`src/rtl/vurp_pkg.sv`:
```
// ----------------------------------------------------------------------------
// vurp_pkg
// Shared constants and types of the video unit register port.
// ----------------------------------------------------------------------------
package vurp_pkg;

  localparam int unsigned NAME_TABLE_BYTES_DEF = 2048;
  localparam int unsigned SPRITE_BYTES = 256;
  localparam int unsigned PALETTE_BYTES = 32;
  localparam int unsigned SpriteAw = $clog2(SPRITE_BYTES);
  localparam int unsigned PaletteAw = $clog2(PALETTE_BYTES);

  localparam logic FUNC_READ = 1'b0;
  localparam logic FUNC_WRITE = 1'b1;

  localparam logic [2:0] REG_CTRL = 3'd0;
  localparam logic [2:0] REG_STATUS = 3'd2;
  localparam logic [2:0] REG_SPR_ADDR = 3'd3;
  localparam logic [2:0] REG_SPR_DATA = 3'd4;
  localparam logic [2:0] REG_SCROLL = 3'd5;
  localparam logic [2:0] REG_ADDR = 3'd6;
  localparam logic [2:0] REG_DATA = 3'd7;

  localparam logic [7:0] STATUS_FIRST = 8'hC0;
  localparam logic [13:0] NT_START = 14'h2000;
  localparam logic [13:0] PALETTE_START = 14'h3F00;
  localparam logic [15:0] STEP_NARROW = 16'd1;
  localparam logic [15:0] STEP_WIDE = 16'd32;
  localparam int unsigned CTRL_STEP_BIT = 2;

  typedef enum logic [2:0] {
    REGION_PATTERN = 3'b001,
    REGION_TABLE   = 3'b010,
    REGION_PALETTE = 3'b100
  } region_e;

  typedef enum logic [2:0] {
    SRC_FIXED,
    SRC_SPRITE,
    SRC_LATCH_EXT,
    SRC_LATCH_MEM,
    SRC_PALETTE
  } result_src_e;

endpackage

```
`src/rtl/vurp_addr_map.sv`:
```
// ----------------------------------------------------------------------------
// vurp_addr_map
// Maps the current video address to a region and a video memory index.
// Name-table entries come first, the palette follows them.
// ----------------------------------------------------------------------------
module vurp_addr_map #(
  parameter int unsigned NAME_TABLE_BYTES = vurp_pkg::NAME_TABLE_BYTES_DEF,
  localparam int unsigned VmemAw = $clog2(NAME_TABLE_BYTES + vurp_pkg::PALETTE_BYTES)
) (
  input  logic [15:0]           video_address_i,
  output vurp_pkg::region_e     region_o,
  output logic [VmemAw-1:0]     index_o
);
  import vurp_pkg::*;

  localparam int unsigned FoldSteps = 7936 / NAME_TABLE_BYTES;

  logic [13:0]          addr;
  logic [12:0]          fold;
  logic [PaletteAw-1:0] slot;

  assign addr = video_address_i[13:0];

  always_comb begin
    fold = addr[12:0];
    for (int k = 0; k < FoldSteps; k++) begin
      if (fold >= 13'(NAME_TABLE_BYTES)) begin
        fold = fold - 13'(NAME_TABLE_BYTES);
      end
    end
  end

  always_comb begin
    slot = addr[PaletteAw-1:0];
    if (slot[4] && slot[1:0] == 2'b00) begin
      slot[4] = 1'b0;
    end
  end

  always_comb begin
    if (addr < NT_START) begin
      region_o = REGION_PATTERN;
      index_o  = VmemAw'(fold);
    end else if (addr < PALETTE_START) begin
      region_o = REGION_TABLE;
      index_o  = VmemAw'(fold);
    end else begin
      region_o = REGION_PALETTE;
      index_o  = VmemAw'(NAME_TABLE_BYTES) + VmemAw'(slot);
    end
  end

endmodule

```
`config.mk`:
```
export PLATFORM = sky130hd
export DESIGN_NAME = vurp_addr_map
export DESIGN_NICKNAME = d
export VERILOG_FILES = /design/src/rtl/vurp_pkg.sv /design/src/rtl/vurp_addr_map.sv
export SDC_FILE = /design/constraint.sdc
export NUM_CORES = 1
export LEC_CHECK = 0
export ABC_AREA = 0
export BUFFER_PORTS_ARGS = -buffer_cell sky130_fd_sc_hd__buf_2
export CORE_AREA = 10 10 47 49
export DETAILED_ROUTE_END_ITERATION = 6
export DIE_AREA = 0 0 57 59
export PLACE_DENSITY_LB_ADDON = 0.2
export SLEW_MARGIN = 20
export SYNTH_ARGS = -nofsm -noshare
export SYNTH_HDL_FRONTEND = slang
export SYNTH_SLANG_ARGS = --single-unit
```
`constraint.sdc`:
```
create_clock -name vclk -period 1.07
set_input_delay 0.2675 -clock vclk [all_inputs]
set_output_delay 0.2675 -clock vclk [all_outputs]
set_load 0.01 [all_outputs]
```
## Yosys cells after proc, flatten, opt, wreduce, memory -nomap -nowiden

Index checks and enable logic that the tools add are counted.

| word-level totals | value |
|---|---|
| register bits | 0 |
| logic and storage cells | 19 |
| input port bits | 16 |
| output and inout bits | 15 |

| operators by class | value |
|---|---|
| magnitude comparators | 5 |
| add/sub/neg operators | 4 |
| mux-type cells | 8 |
| reductions and logical operators | 2 |

Operator list:

| operator | number |
|---|---|
| $ge 13x12->1 const B | 3 |
| $mux 12 | 3 |
| $lt 14x14->1 const B | 2 |
| $mux 13 | 2 |
| $sub 13x12->13 const B | 2 |
| $add 12x5->12 const A | 1 |
| $sub 12x12->12 const B | 1 |
| $mux 3 | 2 |
| $logic_not 2->1 | 1 |
| $logic_and 1x1->1 | 1 |
| $mux 1 | 1 |

## Depth between registers and ports, before layout

Gate-level depths: netlist (run 1).

| depth | value |
|---|---|
| word-level depth | 8 |
| gate-level depth with buffers | 3 |
| mapped depth without buffers | 2 |

## Least setup slack after synthesis (run 1)

OpenSTA, ideal clock, no wires.

| path | value |
|---|---|
| kind | input -> output |
| from | input port video_address_i[10] |
| to | output port region_o[1] |
| cell stages on the path | 3 |
| buffers on the path | 1 |
| setup slack | -0.021 ns |
| data arrival time | 0.824 ns |
| cells stage by stage | and4_1 buf_6 a21oi_1 |

| on the way | value |
|---|---|
| word-level cells in the longest chain between the ends | 3 |
| elaborated cells on any way between the ends | 4 |
| those cells by class | order compare (2); mux (2) |

Ends and longest elaborated chain:

| what | line | RTL |
|---|---|---|
| from (decl) | vurp_addr_map.sv:10 | `input logic [15:0] video_address_i,` |
| $lt 14x14->1 | vurp_addr_map.sv:44 | `end else if (addr < PALETTE_START) begin` |
| $mux 3 | vurp_addr_map.sv:44 |  |
| $mux 3 * | vurp_addr_map.sv:41 | `if (addr < NT_START) begin` |
| to (decl) | vurp_addr_map.sv:11 | `output vurp_pkg::region_e region_o,` |

Every way passes the cells marked *; elsewhere a longest branch is shown, timed or not.

## Final worst setup path (run 1)

| path | value |
|---|---|
| from | input port video_address_i[10] |
| to | output port region_o[2] |

Same word-level chain as after synthesis.

==> qor.csv, run 1 <==
stage,metric,value,unit
grt,most crowded layer after global routing,met2,
setup_path,"Max FO, Critical Path",5,
layout,Layout Nets,60,
routing,Post-route DRC,0,
grt,vias in the first global route,262,
grt,first-pass GRT wire length,1.20,mm
power_and_ir_drop,Max VDD drop,0.0000884,V
die,die width,57,µm
sta,final-report hold violation count,0,
setup_path,"Req. time, crit path",0.80,ns
routing,DR vias,236,
outcome,outcome,finished with violations,
sta,Hold WS,0.535,ns
power_and_ir_drop,power consumption,0.125,mW
layout,clock buffer count,0,
layout,seq_cells,0,
yosys,Post-Synthesis Cells,21,
sta,minimum clock period,1.13,ns
sta,TNS Setup,-0.292,ns
routing,overall routed net length,853,µm
sta,relative slew slack,86.8,%
routing,First-pass DRT Iterations,1,
routing,routed len/inst,14.7,µm
die,Die Ht,59,µm
yosys,sequential share of the synthesized area,0,%
grt,GR Util met1,4.14,%
outcome,failing checks,negative setup slack,
placement,placed insts,56,
yosys,Yosys warnings,0,
placement,area of placed instances,270,µm²
placement,GPL Wtd Cong,0.589,
setup_path,kind of critical path,in -> out,
sta,PnR worst setup slack,-0.0575,ns
grt,Tot GR Track Use,4.19,%
routing,DRT antenna net count,0,
die,Core Area,1400,µm²
grt,met2 usage,7.75,%
routing,drt initial violations,0,
grt,met3 usage,2.58,%
placement,PortBufs,25,
power_and_ir_drop,leakage,0.182,nW
layout,Ant. Diodes,0,
layout,share of layout cells above drive strength 1,90.5,%
yosys,post-synthesis area per instance,8.10,µm²
sta,Max Freq,887,MHz
layout,area grow syn2layout,114,%
sta,Slew @ Worst Pin,0.198,ns
layout,Final Cell Area,364,µm²
sta,RSZ-0062 raised after global routing,true,
hold_path,HP Class,in -> out,
die,row cnt,14,
run,number of max-cap violations,0,
sta,crit share post-route,105,%
yosys,post-synth net total,37,
layout,FF+latch area,0,µm²
clocking,Hold Buf Count CTS,0,
routing,via-per-instance ratio,4.07,
sta,Final setup viols,10,
die,Top Ports,31,
grt,largest net degree at the start of global routing,6,
setup_path,crit end category,primary output,
yosys,Mapped Area,170,µm²
setup_path,Startpoint Class,input pin,
sta,"Slew Viols, Final",0,
placement,DP HPWL,636,µm
placement,Place WS,-0.359,ns
yosys,Yosys cell types,10,
die,Initial Util,12.1,%
layout,"Core Util, Final",26.0,%
grt,initial antenna violation count,0,
grt,total grt overflow,0,
setup_path,arrival time worst endpoint,0.86,ns
power_and_ir_drop,Cell Pwr Density,343,nW/µm²
layout,Non-Filler Instances,58,
die,Die Area,3360,µm²
[worst paths after layout]
| kind | startpoint | end | depth (start not counted) |
|---|---|---|---|
| worst max-delay path | video_address_i[10] | region_o[2] | 4 |
| worst min-delay path | video_address_i[3] | index_o[3] | 0 |
[metal layers]
metal	vias up	wire length, µm
li1	114	-
met1	105	316
met2	17	429
met3	0	108
met4	0	0
met5	-	0
[placed cells by master (no fill, tap or decap)]
| master | synthesis | routed |
|---|---|---|
| a21oi_2 | 0 | 1 |
| buf_6 | 1 | 9 |
| a31oi_4 | 1 | 1 |
| a21boi_2 | 3 | 5 |
| and2_4 | 0 | 4 |
| a21boi_1 | 3 | 1 |
| buf_2 | 0 | 16 |
| nor2_1 | 1 | 1 |
| and4_4 | 0 | 2 |
| inv_1 | 2 | 2 |
[layout make-up]
| cell class | instances | area [µm²] |
|---|---|---|
| Tap cell | 16 | 20.0 |
| Multi-Input combinational cell | 15 | 155 |
| Inverter | 2 | 7.51 |
| Timing Repair Buffer | 25 | 181 |
| Fill cell | 170 | 1040 |
[worst max-delay path: stages]
cell	delay, ns
buf_6	0.07
and4_4	0.27
and2_4	0.15
buf_6	0.09
[power by group]
part / switching, mW / total, mW / internal [mW] / leakage [nW]
sequential: 0 / 0 / 0 / 0
clock: 0 / 0 / 0 / 0
combinational: 0.0544 / 0.125 / 0.0703 / 0.182
[timing repair]
action | in CTS | in global routing
resized for setup | 13 | 6
pin swaps | 14 | 1
buffers inserted | 0 | 0
endpoints found under the setup margin | 10 | 10
cloned | 2 | 0
[synthesized netlist by cell type]
cell / n / area [µm²]
buf_4: 5 / 37.5
a21boi_1: 3 / 22.5
a21boi_2: 3 / 33.8
and2_1: 3 / 18.8
inv_1: 2 / 7.51
a21oi_1: 1 / 5.00
a31oi_4: 1 / 21.3
and4_1: 1 / 8.76
buf_6: 1 / 11.3
nor2_1: 1 / 3.75
[cell families (layout without fill, tap and decap cells)]
logic type      Yosys count  in the layout  share of synthesized area (%)
simple gates              5              7                           18.4
compound gates            8              8                           48.5
buf+inv                   8             27                           33.1
No activity file was read; power rests on OpenSTA's default activity.
==> inputs of run 2 (changes only) <==
--- a/config.mk
+++ b/config.mk
@@ -10,7 +10,7 @@
 export CORE_AREA = 10 10 47 49
 export DETAILED_ROUTE_END_ITERATION = 6
 export DIE_AREA = 0 0 57 59
-export PLACE_DENSITY_LB_ADDON = 0.2
+export PLACE_DENSITY_LB_ADDON = 0.3
 export SLEW_MARGIN = 20
 export SYNTH_ARGS = -nofsm -noshare
 export SYNTH_HDL_FRONTEND = slang
==> qor.csv, run 2 (synthesis gave the netlist of run 1 again) <==
stage,metric,value,unit,change
placement,GPL Wtd Cong,0.621,,+5.3%
die,Die Ht,59,µm,unchanged
placement,DP HPWL,638,µm,+0.44%
layout,FF+latch area,0,µm²,unchanged
hold_path,hold path depth,0,,unchanged
layout,share of layout cells above drive strength 1,85.7,%,-4.8 points
routing,First-pass DRT Iterations,2,,+1
layout,Ant. Diodes,0,,unchanged
grt,largest net degree at the start of global routing,6,,unchanged
setup_path,crit end category,primary output,,
layout,"Core Util, Final",25.1,%,-0.89 points
sta,Max Freq,897,MHz,+1.1%
die,Initial Util,12.1,%,unchanged
sta,RSZ-0062 raised after global routing,true,,
layout,Final Cell Area,352,µm²,-3.4%
hold_path,Worst Hold Launch,video_address_i[3],,
setup_path,kind of critical path,in -> out,,
layout,"commonest non-fill, non-tap cell in the layout",buf_2,,
sta,minimum clock period,1.12,ns,-0.0124 ns
die,row cnt,14,,unchanged
clocking,Hold Buf Count CTS,0,,unchanged
hold_path,Hold EP,index_o[3],,
die,Top Ports,31,,unchanged
sta,Final setup viols,10,,unchanged
sta,relative slew slack,86.6,%,-0.18 points
routing,Post-route DRC,0,,unchanged
grt,initial antenna violation count,0,,unchanged
routing,overall routed net length,802,µm,-6.0%
layout,clock buffer count,0,,unchanged
die,die width,57,µm,unchanged
setup_path,"Req. time, crit path",0.80,ns,about the same
setup_path,Startpoint Class,input pin,,
die,Die Area,3360,µm²,unchanged
sta,"Slew Viols, Final",0,,unchanged
sta,PnR worst setup slack,-0.0451,ns,+0.0124 ns
grt,total grt overflow,0,,unchanged
setup_path,"Max FO, Critical Path",5,,unchanged
layout,Layout Nets,60,,unchanged
power_and_ir_drop,leakage,0.180,nW,-1.4%
layout,seq_cells,0,,unchanged
grt,Tot GR Track Use,4.19,%,unchanged
sta,final-report hold violation count,0,,unchanged
placement,PortBufs,25,,unchanged
run,number of max-cap violations,0,,unchanged
power_and_ir_drop,Max VDD drop,0.0000781,V,-12%
routing,drt initial violations,2,,+2
outcome,outcome,finished with violations,,
sta,Slew @ Worst Pin,0.200,ns,+0.00267 ns
grt,first-pass GRT wire length,1.21,mm,+1.2%
grt,vias in the first global route,254,,-3.1%
routing,routed len/inst,13.8,µm,-6.0%
routing,DR vias,230,,-2.5%
placement,area of placed instances,270,µm²,unchanged
routing,via-per-instance ratio,3.97,,-2.5%
die,Core Area,1400,µm²,unchanged
hold_path,HP Class,in -> out,,
layout,area grow syn2layout,107,%,
outcome,failing checks,negative setup slack,,
routing,DRT antenna net count,0,,unchanged
power_and_ir_drop,Cell Pwr Density,347,nW/µm²,+1.3%
setup_path,arrival time worst endpoint,0.85,ns,about the same
layout,"commonest cells after routing, fill and taps aside","17 x buf_2, 8 x buf_6, 4 x a21boi_2, 3 x and2_4",,
sta,crit share post-route,104,%,-1.2 points
layout,Fill cells,170,,unchanged
sta,TNS Setup,-0.256,ns,+0.0359 ns
-- run 2: cell counts in the layout (fill, tap and decap cells not counted) --
Identical to the previous run, type by type.
-- run 2: worst max-delay path: stages --
cell	delay (ns)
buf_6	0.07
and4_4	0.26
and2_1	0.12
buf_2	0.12
-- run 2: worst max path at each step --
stage	from	to	slack, ns	cells after the start
floorplan	video_address_i[10]	index_o[5]	-0.02	3
global placement	video_address_i[10]	index_o[11]	-0.35	4
detailed placement	video_address_i[10]	region_o[2]	-0.35	4
CTS	video_address_i[13]	region_o[2]	-0.05	4
global route	video_address_i[10]	index_o[11]	-0.07	4
finish	video_address_i[10]	region_o[2]	-0.05	4
-- run 2: cell type report --
type / count / area, µm² / area share [%]
Tap cell: 16 / 20.0 / 5.69
Multi-Input combinational cell: 15 / 149 / 42.3
Timing Repair Buffer: 25 / 175 / 49.8
Inverter: 2 / 7.51 / 2.14
-- run 2: power breakdown --
part / internal, mW / switching [mW] / leakage (nW)
Combinational: 0.0690 / 0.0530 / 0.180
Clock: 0 / 0 / 0
Sequential: 0 / 0 / 0
Total: 0.0690 / 0.0530 / 0.180
-- run 2: stage by stage --
stage / power (mW) / hold WS [ns] / cells / setup slack, ns
floorplan: 0.0632 / 0.592 / 21 / -0.0210
global placement: 0.0933 / 0.535 / 56 / -0.347
detailed placement: 0.0937 / 0.535 / 56 / -0.346
CTS: 0.122 / 0.535 / 58 / -0.0527
global route: 0.133 / 0.535 / 58 / -0.0702
finish: 0.122 / 0.535 / 58 / -0.0451
-- run 2: what timing repair did --
action | CTS | global route
pin swaps | 14 | 1
setup endpoints to repair | 10 | 10
setup buffers | 0 | 0
cloned | 2 | 0
hold endpoints to repair | 0 | 0
resized for setup | 13 | 3
-- run 2: per-layer routing --
metal	vias to the layer above	share of wire, %	track usage (%)	wire length (µm)
met3	0	20	3.65	159
met4	0	0	0	0
li1	113	-	-	-
met1	99	35	4.38	284
met2	18	45	6.67	359
met5	-	0	0	0
==> inputs of run 3 (changes only) <==
--- a/config.mk
+++ b/config.mk
@@ -5,7 +5,7 @@
 export SDC_FILE = /design/constraint.sdc
 export NUM_CORES = 1
 export LEC_CHECK = 0
-export ABC_AREA = 0
+export ABC_AREA = 1
 export BUFFER_PORTS_ARGS = -buffer_cell sky130_fd_sc_hd__buf_2
 export CORE_AREA = 10 10 47 49
 export DETAILED_ROUTE_END_ITERATION = 6
==> qor.csv, run 3 <==
stage,metric,value,unit,change
routing,overall routed net length,702,µm,-12%
routing,drt initial violations,1,,-1
die,Core Area,1400,µm²,unchanged
layout,Ant. Diodes,0,,unchanged
yosys,most frequent cell after synthesis,inv_1,,
routing,via-per-instance ratio,3.46,,-13%
sta,Final setup viols,9,,-1
placement,DP HPWL,594,µm,-7.0%
run,number of max-cap violations,0,,unchanged
yosys,synth cell count leaders,"10 x inv_1, 7 x nor2_2, 4 x buf_4, 4 x nand2_1, 2 x nor2_1",,
power_and_ir_drop,leakage,0.258,nW,+44%
sta,RSZ-0062 raised after global routing,true,,
yosys,Mapped Area,176,µm²,+3.7%
die,Initial Util,12.6,%,+0.45 points
die,die width,57,µm,unchanged
outcome,outcome,finished with violations,,
yosys,post-synth net total,48,,+30%
layout,Non-Filler Instances,70,,+21%
sta,Hold WS,0.535,ns,-0.000223 ns
yosys,post-synthesis area per instance,5.51,µm²,-32%
setup_path,"Slowest-stage cell, CP",nor2_4,,
placement,PortBufs,25,,unchanged
sta,minimum clock period,1.14,ns,+0.0223 ns
layout,Layout Nets,72,,+20%
routing,DRT antenna net count,0,,unchanged
sta,TNS Setup,-0.390,ns,-0.134 ns
yosys,post-synth top area cell,nor2_2,,
layout,"Core Util, Final",28.8,%,+3.8 points
grt,total grt overflow,0,,unchanged
grt,vias in the first global route,262,,+3.1%
hold_path,HP Class,in -> out,,
setup_path,Startpoint Class,input pin,,
sta,PnR worst setup slack,-0.0674,ns,-0.0223 ns
die,Top Ports,31,,unchanged
sta,Slew @ Worst Pin,0.104,ns,-0.0965 ns
yosys,Post-Synthesis Cells,32,,+52%
layout,area grow syn2layout,129,%,
layout,share of layout cells above drive strength 1,74.1,%,-12 points
power_and_ir_drop,Cell Pwr Density,338,nW/µm²,-2.6%
routing,Post-route DRC,0,,unchanged
sta,crit share post-route,106,%,+2.1 points
setup_path,kind of critical path,in -> out,,
hold_path,hold path depth,0,,unchanged
setup_path,crit-path max cell delay,0.11,ns,-0.15 ns
setup_path,"Max FO, Critical Path",8,,+3
die,Die Area,3360,µm²,unchanged
hold_path,Worst Hold Launch,video_address_i[2],,
outcome,failing checks,negative setup slack,,
setup_path,CP cell instances,buf_6 -> nand2_2 -> inv_2 -> nand2_4 -> clkinv_8 -> nor2_4 -> buf_6,,
yosys,sequential share of the synthesized area,0,%,unchanged
grt,initial antenna violation count,0,,unchanged
placement,placed insts,70,,+25%
sta,final-report hold violation count,0,,unchanged
setup_path,Crit path buffers/inverters,4,,+2
die,Die Ht,59,µm,unchanged
die,row cnt,14,,unchanged
yosys,Synth area leaders,"nor2_2 25%, inv_1 21%, buf_4 17%",,
routing,DR vias,242,,+5.2%
layout,"commonest non-fill, non-tap cell in the layout",buf_2,,
routing,First-pass DRT Iterations,3,,+1
sta,Max Freq,879,MHz,-2.0%
sta,relative slew slack,93.1,%,+6.5 points
setup_path,"Req. time, crit path",0.80,ns,about the same
layout,FF+latch area,0,µm²,unchanged
layout,"commonest cells after routing, fill and taps aside","15 x buf_2, 10 x buf_6, 9 x inv_1, 5 x nor2_4",,
placement,GPL Wtd Cong,0.631,,+1.7%
grt,Tot GR Track Use,3.72,%,-0.47 points
layout,seq_cells,0,,unchanged
setup_path,crit end category,primary output,,
routing,routed len/inst,10.0,µm,-27%
sta,"Slew Viols, Final",0,,unchanged
yosys,Yosys cell types,10,,unchanged
grt,largest net degree at the start of global routing,9,,+3
hold_path,Hold EP,index_o[2],,
setup_path,"CP delay by family, top",buffers and inverters,,
yosys,Yosys warnings,0,,unchanged
yosys,Yosys top cell area share,24.8,%,+2.8 points
power_and_ir_drop,Max VDD drop,0.000108,V,+39%
layout,clock buffer count,0,,unchanged
grt,first-pass GRT wire length,1.10,mm,-9.6%
setup_path,"Top cell by count, worst path",buf_6,,
setup_path,arrival time worst endpoint,0.87,ns,+0.02 ns
-- run 3: cell type report --
class	count	area (µm²)
multi-input combinational	17	135
tap	16	20.0
timing repair buffer	26	195
fill	166	997
inverter	11	53.8
-- run 3: report_power, final --
part	switching [mW]	internal, mW
Clock	0	0
Sequential	0	0
Combinational	0.0605	0.0761
Total	0.0605	0.0761
-- run 3: logic make-up after synthesis --
| family | synth area share (%) |
|---|---|
| simple gates | 56.7 |
| buf+inv | 43.3 |
-- run 3: how the worst max path moves through the flow --
| stage | from | slack, ns | depth (start not counted) | endpoint |
|---|---|---|---|---|
| after global placement | video_address_i[10] | -0.11 | 7 | index_o[6] |
| after floorplan | video_address_i[10] | 0.11 | 5 | index_o[10] |
| final | video_address_i[9] | -0.07 | 7 | index_o[5] |
| after global routing | video_address_i[9] | -0.13 | 7 | index_o[5] |
| after detailed placement | video_address_i[10] | -0.11 | 7 | index_o[9] |
| after CTS | video_address_i[13] | -0.08 | 7 | index_o[8] |
-- run 3: timing repair --
action,CTS,global route
pin swaps,8,5
setup buffers,0,0
hold endpoints to repair,0,0
endpoints found under the setup margin,9,10
hold buffers,0,0
gates resized for setup,11,9
-- run 3: per-stage QoR --
stage / total power, mW / setup slack [ns] / area (µm²)
floorplan: 0.0594 / 0.108 / 176
global placement: 0.0983 / -0.108 / 299
detailed placement: 0.0988 / -0.109 / 299
CTS: 0.117 / -0.0796 / 353
global route: 0.152 / -0.129 / 404
finish: 0.137 / -0.0674 / 404
-- run 3: routing by layer --
metal,global-route usage (%),wire length (µm)
met5,0,0
met1,4.28,279
met3,2.79,156
met4,0,0
met2,5.74,266
